### src/rtl/ir_pulse_distance_decoder_unit_assert.svh
// Assertion macros shared by the IR pulse distance decoder modules.
`ifndef IR_PULSE_DISTANCE_DECODER_UNIT_ASSERT_SVH
`define IR_PULSE_DISTANCE_DECODER_UNIT_ASSERT_SVH

`ifndef SYNTHESIS

`define IRPDD_ASSERT_IMPLY(label, clk, rst, ante, cons) \
   label: assert property (@(posedge clk) disable iff (rst) (ante) |-> (cons)) \
      else $error("same-cycle implication check failed");

`define IRPDD_ASSERT_NEXT(label, clk, rst, ante, cons) \
   label: assert property (@(posedge clk) disable iff (rst) (ante) |=> (cons)) \
      else $error("next-cycle implication check failed");

`else

`define IRPDD_ASSERT_IMPLY(label, clk, rst, ante, cons)

`define IRPDD_ASSERT_NEXT(label, clk, rst, ante, cons)

`endif

`endif

### src/rtl/irpdd_pkg.sv
// Types, constants and codes shared by the IR pulse distance decoder.
package irpdd_pkg;

   localparam int StampW            = 16;
   localparam int ByteW             = 8;
   localparam int BitW              = $clog2(ByteW);
   localparam int CfgW              = 16;
   localparam int CfgCount          = 8;
   localparam int CfgIdxW           = 3;
   localparam int FrameBytesDefault = 4;
   localparam int OutBytes          = 4;
   localparam int QueueDepth        = 2;

   localparam logic [StampW-1:0] OneMax = 16'd2400;

   typedef enum logic [CfgIdxW-1:0] {
      CSR_GAP_RESET_MIN,
      CSR_START_MIN,
      CSR_START_MAX,
      CSR_END_MIN,
      CSR_END_MAX,
      CSR_ZERO_MIN,
      CSR_ZERO_MAX,
      CSR_ONE_MIN
   } csr_index_type;

   localparam logic [CfgW-1:0] CfgReset [CfgCount] = '{
      16'd10500, 16'd8500, 16'd9500, 16'd500,
      16'd700,   16'd1000, 16'd1300, 16'd2000
   };

   typedef enum logic [1:0] {
      CLS_RESTART,
      CLS_END,
      CLS_ZERO,
      CLS_ONE
   } gap_class_type;

   typedef struct packed {
      logic          valid;
      gap_class_type cls;
   } class_entry_type;

endpackage

### src/rtl/irpdd_classifier.sv
// Front end: holds the window registers and the last stamp, and classifies each gap.
module irpdd_classifier (
   input  logic                                 clock,
   input  logic                                 reset,
   input  logic                                 req_accept,
   input  logic [irpdd_pkg::StampW-1:0]         req_capture_stamp,
   input  logic                                 csr_write,
   input  logic [irpdd_pkg::CfgIdxW-1:0]        csr_index,
   input  logic [irpdd_pkg::CfgW-1:0]           csr_wdata,
   output irpdd_pkg::class_entry_type           push
);
   import irpdd_pkg::*;

   logic [CfgW-1:0]   cfg_ff [CfgCount];
   logic [StampW-1:0] prev_ff;
   logic              have_prev_ff;

   logic [StampW-1:0] gap;
   logic              long_gap;
   logic              is_restart;
   logic              is_end;
   logic              is_zero;
   logic              is_one;

   always_comb begin
      long_gap   = req_capture_stamp < prev_ff;
      gap        = req_capture_stamp - prev_ff;
      // A start burst restarts the frame exactly like a long gap does.
      is_restart = long_gap || (gap > cfg_ff[CSR_GAP_RESET_MIN]) ||
                   ((gap > cfg_ff[CSR_START_MIN]) && (gap < cfg_ff[CSR_START_MAX]));
      is_end     = (gap > cfg_ff[CSR_END_MIN])  && (gap < cfg_ff[CSR_END_MAX]);
      is_zero    = (gap > cfg_ff[CSR_ZERO_MIN]) && (gap < cfg_ff[CSR_ZERO_MAX]);
      is_one     = (gap > cfg_ff[CSR_ONE_MIN])  && (gap < OneMax);

      push.valid = req_accept && have_prev_ff && (is_restart || is_end || is_zero || is_one);
      if (is_restart) begin
         push.cls = CLS_RESTART;
      end else if (is_end) begin
         push.cls = CLS_END;
      end else if (is_zero) begin
         push.cls = CLS_ZERO;
      end else begin
         push.cls = CLS_ONE;
      end
   end

   always_ff @(posedge clock) begin
      if (reset) begin
         for (int i = 0; i < CfgCount; i++) begin
            cfg_ff[i] <= CfgReset[i];
         end
         prev_ff      <= '0;
         have_prev_ff <= 1'b0;
      end else begin
         if (csr_write) begin
            cfg_ff[csr_index] <= csr_wdata;
         end
         if (req_accept) begin
            prev_ff      <= req_capture_stamp;
            have_prev_ff <= 1'b1;
         end
      end
   end

endmodule

### src/rtl/irpdd_queue.sv
// Short queue of classified gaps between the front end and the frame engine.
`include "ir_pulse_distance_decoder_unit_assert.svh"

module irpdd_queue (
   input  logic                        clock,
   input  logic                        reset,
   input  irpdd_pkg::class_entry_type  push,
   input  logic                        pop,
   output irpdd_pkg::class_entry_type  head,
   output logic                        full
);
   import irpdd_pkg::*;

   localparam int PtrW = (QueueDepth > 1) ? $clog2(QueueDepth) : 1;
   localparam int CntW = $clog2(QueueDepth + 1);

   gap_class_type   slot_ff [QueueDepth];
   logic [PtrW-1:0] wr_ptr_ff;
   logic [PtrW-1:0] rd_ptr_ff;
   logic [CntW-1:0] count_ff;
   logic            do_pop;

   assign full       = (count_ff == CntW'(QueueDepth));
   assign head.valid = (count_ff != '0);
   assign head.cls   = slot_ff[rd_ptr_ff];
   assign do_pop     = pop && head.valid;

   always_ff @(posedge clock) begin
      if (push.valid) begin
         slot_ff[wr_ptr_ff] <= push.cls;
      end
   end

   always_ff @(posedge clock) begin
      if (reset) begin
         wr_ptr_ff <= '0;
         rd_ptr_ff <= '0;
         count_ff  <= '0;
      end else begin
         if (push.valid) begin
            wr_ptr_ff <= (wr_ptr_ff == PtrW'(QueueDepth - 1)) ? '0 : wr_ptr_ff + 1'b1;
         end
         if (do_pop) begin
            rd_ptr_ff <= (rd_ptr_ff == PtrW'(QueueDepth - 1)) ? '0 : rd_ptr_ff + 1'b1;
         end
         if (push.valid && !do_pop) begin
            count_ff <= count_ff + 1'b1;
         end else if (do_pop && !push.valid) begin
            count_ff <= count_ff - 1'b1;
         end
      end
   end

   `IRPDD_ASSERT_IMPLY(a_q_no_overflow, clock, reset, push.valid, !full)
   `IRPDD_ASSERT_IMPLY(a_q_count_bound, clock, reset, 1'b1, count_ff <= CntW'(QueueDepth))

endmodule

### src/rtl/irpdd_frame.sv
// Back end: assembles frame bytes from queued gaps and holds the result register.
`include "ir_pulse_distance_decoder_unit_assert.svh"

module irpdd_frame #(
   parameter int FRAME_BYTES = irpdd_pkg::FrameBytesDefault
) (
   input  logic                           clock,
   input  logic                           reset,
   input  irpdd_pkg::class_entry_type     head,
   output logic                           pop,
   output logic                           rsp_valid,
   input  logic                           rsp_stall,
   output logic [irpdd_pkg::ByteW-1:0]    rsp_address_byte,
   output logic [irpdd_pkg::ByteW-1:0]    rsp_address_inverse,
   output logic [irpdd_pkg::ByteW-1:0]    rsp_command_byte,
   output logic [irpdd_pkg::ByteW-1:0]    rsp_command_inverse,
   output logic                           rsp_command_ok
);
   import irpdd_pkg::*;

   localparam int StoreN = (FRAME_BYTES > OutBytes) ? FRAME_BYTES : OutBytes;
   localparam int PosW   = $clog2(FRAME_BYTES + 1);

   logic [ByteW-1:0] byte_ff [StoreN];
   logic [ByteW-1:0] byte_in [StoreN];
   logic [PosW-1:0]  byte_pos_ff;
   logic [PosW-1:0]  byte_pos_in;
   logic [BitW-1:0]  bit_pos_ff;
   logic [BitW-1:0]  bit_pos_in;
   logic             rsp_valid_ff;
   logic             rsp_valid_in;
   logic [ByteW-1:0] out_byte_ff [OutBytes];
   logic             ok_ff;
   logic             frame_full;
   logic             emit;
   logic             shift;
   logic             new_bit;

   assign frame_full = (byte_pos_ff == PosW'(FRAME_BYTES));

   always_comb begin
      pop         = head.valid && (!rsp_valid_ff || !rsp_stall);
      emit        = 1'b0;
      shift       = 1'b0;
      new_bit     = 1'b0;
      byte_pos_in = byte_pos_ff;
      bit_pos_in  = bit_pos_ff;
      byte_in     = byte_ff;

      if (pop) begin
         case (head.cls)
            CLS_RESTART: begin
               byte_pos_in = '0;
               bit_pos_in  = '0;
            end
            CLS_END: begin
               if (frame_full) begin
                  emit        = 1'b1;
                  byte_pos_in = '0;
               end
            end
            CLS_ZERO, CLS_ONE: begin
               // Bits that arrive once the frame is full are dropped.
               shift   = !frame_full;
               new_bit = (head.cls == CLS_ONE);
            end
            default: begin
            end
         endcase
      end

      if (shift) begin
         for (int i = 0; i < FRAME_BYTES; i++) begin
            if (byte_pos_ff == PosW'(i)) begin
               byte_in[i] = {new_bit, byte_ff[i][ByteW-1:1]};
            end
         end
         if (bit_pos_ff == BitW'(ByteW - 1)) begin
            bit_pos_in  = '0;
            byte_pos_in = byte_pos_ff + 1'b1;
         end else begin
            bit_pos_in  = bit_pos_ff + 1'b1;
         end
      end

      rsp_valid_in = emit || (rsp_valid_ff && rsp_stall);
   end

   always_ff @(posedge clock) begin
      if (reset) begin
         for (int i = 0; i < StoreN; i++) begin
            byte_ff[i] <= '0;
         end
         byte_pos_ff  <= '0;
         bit_pos_ff   <= '0;
         rsp_valid_ff <= 1'b0;
      end else begin
         byte_ff      <= byte_in;
         byte_pos_ff  <= byte_pos_in;
         bit_pos_ff   <= bit_pos_in;
         rsp_valid_ff <= rsp_valid_in;
      end
   end

   always_ff @(posedge clock) begin
      if (emit) begin
         for (int i = 0; i < OutBytes; i++) begin
            out_byte_ff[i] <= byte_ff[i];
         end
         ok_ff <= (byte_ff[2] == ~byte_ff[3]);
      end
   end

   assign rsp_valid           = rsp_valid_ff;
   assign rsp_address_byte    = out_byte_ff[0];
   assign rsp_address_inverse = out_byte_ff[1];
   assign rsp_command_byte    = out_byte_ff[2];
   assign rsp_command_inverse = out_byte_ff[3];
   assign rsp_command_ok      = ok_ff;

   `IRPDD_ASSERT_IMPLY(a_pos_bound, clock, reset, 1'b1, byte_pos_ff <= PosW'(FRAME_BYTES))
   `IRPDD_ASSERT_IMPLY(a_full_bit_clear, clock, reset, frame_full, bit_pos_ff == '0)
   `IRPDD_ASSERT_NEXT(a_emit_loads, clock, reset, emit, rsp_valid_ff && (byte_pos_ff == '0))

endmodule

### src/rtl/ir_pulse_distance_decoder_unit.sv
// Top level of the IR pulse distance decoder.
// Accepts one capture stamp per cycle unless stalled. The front end compares each
// stamp with the previous one against the window registers in the cycle of the
// request, and queues the gap class in a two-entry queue; the frame engine applies
// one queued class per cycle unless a frame is held on a stalled rsp_ channel, and
// registers a decoded frame at the same edge. An end-pulse class goes to the queue
// first; on its pop the frame and rsp_valid are registered. Requests stall only
// while the queue is full, which happens when a finished frame waits on a stalled
// rsp_ channel. The first stamp after reset only primes the previous-stamp register.
module ir_pulse_distance_decoder_unit #(
   parameter int FRAME_BYTES = irpdd_pkg::FrameBytesDefault
) (
   input  logic                           clock,
   input  logic                           reset,
   input  logic                           req_valid,
   output logic                           req_stall,
   input  logic [irpdd_pkg::StampW-1:0]   req_capture_stamp,
   output logic                           rsp_valid,
   input  logic                           rsp_stall,
   output logic [irpdd_pkg::ByteW-1:0]    rsp_address_byte,
   output logic [irpdd_pkg::ByteW-1:0]    rsp_address_inverse,
   output logic [irpdd_pkg::ByteW-1:0]    rsp_command_byte,
   output logic [irpdd_pkg::ByteW-1:0]    rsp_command_inverse,
   output logic                           rsp_command_ok,
   input  logic                           csr_write,
   input  logic [irpdd_pkg::CfgIdxW-1:0]  csr_index,
   input  logic [irpdd_pkg::CfgW-1:0]     csr_wdata
);
   import irpdd_pkg::*;

   class_entry_type push;
   class_entry_type head;
   logic            pop;
   logic            q_full;
   logic            req_accept;

   assign req_stall  = q_full;
   assign req_accept = req_valid && !q_full;

   irpdd_classifier u_classifier (
      .clock             (clock),
      .reset             (reset),
      .req_accept        (req_accept),
      .req_capture_stamp (req_capture_stamp),
      .csr_write         (csr_write),
      .csr_index         (csr_index),
      .csr_wdata         (csr_wdata),
      .push              (push)
   );

   irpdd_queue u_queue (
      .clock (clock),
      .reset (reset),
      .push  (push),
      .pop   (pop),
      .head  (head),
      .full  (q_full)
   );

   irpdd_frame #(
      .FRAME_BYTES (FRAME_BYTES)
   ) u_frame (
      .clock               (clock),
      .reset               (reset),
      .head                (head),
      .pop                 (pop),
      .rsp_valid           (rsp_valid),
      .rsp_stall           (rsp_stall),
      .rsp_address_byte    (rsp_address_byte),
      .rsp_address_inverse (rsp_address_inverse),
      .rsp_command_byte    (rsp_command_byte),
      .rsp_command_inverse (rsp_command_inverse),
      .rsp_command_ok      (rsp_command_ok)
   );

endmodule
### config.mk
export PLATFORM = sky130hd
export DESIGN_NAME = ir_pulse_distance_decoder_unit
export DESIGN_NICKNAME = d
export VERILOG_FILES = /design/src/rtl/irpdd_pkg.sv /design/src/rtl/irpdd_classifier.sv /design/src/rtl/irpdd_queue.sv /design/src/rtl/irpdd_frame.sv /design/src/rtl/ir_pulse_distance_decoder_unit.sv
export VERILOG_INCLUDE_DIRS = /design/src /design/src/rtl
export SDC_FILE = /design/constraint.sdc
export NUM_CORES = 1
export LEC_CHECK = 0
export BUFFER_PORTS_ARGS = -buffer_cell sky130_fd_sc_hd__buf_4
export CAP_MARGIN = 20
export CORE_MARGIN = 5
export CORE_UTILIZATION = 62
export CTS_CLUSTER_DIAMETER = 60
export CTS_CLUSTER_SIZE = 25
export DETAILED_ROUTE_END_ITERATION = 7
export PLACE_DENSITY = 0.84
export SYNTH_ARGS = -nofsm -noshare
export SYNTH_HDL_FRONTEND = slang
export SYNTH_SLANG_ARGS = --single-unit
### constraint.sdc
create_clock -name clock -period 5.9 [get_ports clock]
set_input_delay 0.295 -clock clock [delete_from_list [all_inputs] [get_ports clock]]
set_output_delay 0.295 -clock clock [all_outputs]
set_load 0.01 [all_outputs]
==> results.cfg <==
[worst_setup_path]
cp-endpoint = u_queue.count_ff[1]
startpoint = u_classifier.prev_ff[0]
rr_worst_depth = 20
critPathArrivalTime_ns = 5.53
crit_fanout = 8
worstSetupPathType = reg -> reg
cp-end-kind = register
r2r-start = u_classifier.prev_ff[0]
r2r_slack_ns = 0.78
r2r-end = u_queue.count_ff[1]
required_ns = 6.31
startpoint_type = register

[yosys]
synth-simple-area-share_pct = 16.4
netlist_area_um2 = 12400
synth_ff_type = edfxtp_1
yosys_warnings = 0
synth_top_family_by_area = simple AND/OR/NAND/NOR gates
synth_edf_count = 165
muxShareOfSynthArea_pct = 2.02
ys_types = 66
avgSynthCellArea_um2 = 10.6
yosys.area_share.xor_xnor_pct = 1.27
syn_inst = 1177
synth_compound_area_share_pct = 9.92
synth_fa_ha_area_share_pct = 15.1
ys_ff_latch = 226
async_flop_share_pct = 0
yosysSeqAreaShare_pct = 49.6
syn-num-nets = 1367

[placed_design]
place_inst = 1501
hpwl_um = 19700
place_area_um2 = 13400
numPortBuffers = 74
gp_congestion = 0.922

[detailed_routing]
antenna_left = 0
routed_via_density = 5.72
drc = 0
wirelength_um = 26800
vias = 8768
wl_per_cell_um = 17.5
drtIter0Drc = 610
drtPass1Iterations = 5

[sta]
relSlewSlack_pct = 34.7
rsz0062_at_grt = false
slew_violations = 0
post-route-min-period_ns = 5.12
tightest_slew_ns = 0.977
clock_skew_ns = 0.0265
finalSetupViolations = 0
finalHoldViolCount = 0
final.setup.tns_ns = 0
fin_crit_sh_pct = 86.7
max_freq_mhz = 195

[cts]
insertion_delay_ns = 0.51
cts_hold_buf = 0
cts.clk_slew.worst_paths_ns = 0.08
cts_buffers = 18
ctsRootBufferMaster = clkbuf_16
cts_setup_buffers = 0
cts_buffer_depth = 3
tritoncts = built
htreeDepth = 1
ctsResizeCount = 0
clock-sinks = 226

[power_and_ir_drop]
p_per_area_nw_per_um2 = 313
ir_drop_v = 0.000320
p_total_mw = 4.39
leakage_nw = 6.08

[global_route]
grt_max_degree = 72
grt_pass1_vias = 8729
antenna_found_initial = 0
grt_overflow = 0
grt_pass1_wl_um = 42700
grt_use_total_pct = 23.6

[final_layout]
stdcell_area_um2 = 14000
finalNonFillerCells = 1533
area_growth_pct = 12.6
final_nets = 1446
post-route-util_pct = 71.5
drive_gt1_share_pct = 11.8
diodes = 0

[die]
die_y_um = 152
dieArea_um2 = 23000
start_util_pct = 63.5
num_rows = 51
die_w_um = 152
core_area_um2 = 19600
io-pin-count = 75

[worst_hold_path]
hold_class = in -> reg

[status]
status = complete, no violations

[flow_run]
max-cap-violations = 0
area by class of cell:
class	instances	area, µm²
Timing Repair Buffer	92	691
Clock inverter	12	161
Tap cell	265	332
Clock buffer	20	500
Multi-Input combinational cell	765	5580
Sequential cell	226	6180
Fill cell	1389	5580
Inverter	153	574
flip-flops by register name (all words and copies together) (netlist names), named ones only:
signal and flops:
u_queue.rd_ptr_ff 1, u_classifier.prev_ff 16, u_frame.byte_ff 32, u_queue.slot_ff 4
u_queue.wr_ptr_ff 1, u_frame.rsp_valid 1, u_frame.bit_pos_ff 3, u_frame.byte_pos_ff 3
u_frame.out_byte_ff 32, u_queue.count_ff 2, u_classifier.have_prev_ff 1, u_classifier.cfg_ff 128
u_frame.rsp_command_ok 1
Yosys cell counts (all sizes together), types with 24 or more instances:
master	instances	area, µm²
ha	149	1860
a21oi	88	455
mux2i	24	240
dfxtp	61	1220
nor2	71	267
inv	153	574
nand4	25	163
nand3	24	120
or3	36	225
edfxtp	165	4950
and2	92	576
a21o	26	195
nand2	70	263
clkbuf	30	113
metal layers:
layer / vias to the layer above / GRT usage [%] / share of wire [%]
met5: - / 0 / 0
met4: 0 / 6.83 / 2.7
met3: 51 / 2.65 / 5.8
met2: 267 / 42.1 / 50
met1: 4166 / 30.4 / 42
li1: 4284 / - / -
cells in the final DEF (no fill, tap or decap), types with 5 or more instances in the layout:
cell type and count:
dfxtp_1 61, o211ai_1 7, mux2i_1 24, clkbuf_16 20, o21ai_0 17, and2_1 92
edfxtp_1 165, a21oi_1 84, nand2_1 70, a21o_1 26, nor2_1 71, or3_1 36
or2_2 8, o21a_1 7, nor3_1 11, nor2b_1 11, nand3_1 24, nand2b_1 17
xnor2_1 5, a211oi_1 9, inv_1 153, xor2_1 13, nand4_1 24, buf_4 92
ha_1 149
report_power, final:
| part | total, mW | internal (mW) | switching [mW] |
|---|---|---|---|
| registers | 1.83 | 1.79 | 0.0364 |
| logic | 1.25 | 0.494 | 0.756 |
| clock network | 1.31 | 0.667 | 0.645 |
| total | 4.39 | 2.95 | 1.44 |
critical path, stage by stage, from the launching register on:
cell	delay, ns
dfxtp_1	0.33
ha_1	0.21
fa_1	0.40
nand2b_1	0.18
a21o_1	0.22
a211o_1	0.31
a21oi_1	0.19
nor3_1	0.08
nor2_1	0.55
ha_1	0.23
nand4_1	0.12
nor3_1	0.26
o311ai_0	0.21
nand4b_1	0.16
a31oi_1	0.06
a221oi_1	0.33
a31o_2	0.29
nand2_1	0.07
ha_1	0.32
or3_1	0.35
a21oi_1	0.16
worst min path at each step:
stage | slack (ns) | from | cells after the start | to
6_report | 0.05 | req_capture_stamp[7] | 3 | u_classifier.prev_ff[7]
5_1_grt | 0.04 | req_capture_stamp[5] | 3 | u_classifier.prev_ff[5]
4_1_cts | 0.04 | req_capture_stamp[7] | 3 | u_classifier.prev_ff[7]
3_5_place_dp | 0.43 | u_frame.byte_ff[16] | 0 | u_frame.out_byte_ff[1][0]
3_3_place_gp | 0.42 | u_frame.byte_ff[24] | 0 | u_frame.out_byte_ff[0][0]
2_1_floorplan | 0.41 | u_frame.byte_ff[24] | 0 | u_frame.out_byte_ff[0][0]
logic make-up after synthesis:
group / Yosys count
buffers and inverters: 186
AO/OA/AOI/OAI: 190
multiplexers: 25
flip-flops: 226
XOR/XNOR: 18
AND/OR/NAND/NOR: 382
adder cells (fa/ha/maj): 150
metrics by stage:
| step | hold WS (ns) | setup WS, ns |
|---|---|---|
| 2_1_floorplan | 0.408 | 1.12 |
| 3_3_place_gp | 0.417 | 0.960 |
| 3_5_place_dp | 0.428 | 0.740 |
| 4_1_cts | 0.0391 | 0.830 |
| 5_1_grt | 0.0410 | 0.496 |
| 6_report | 0.0515 | 0.784 |
Power figures use the tool's default switching activity.
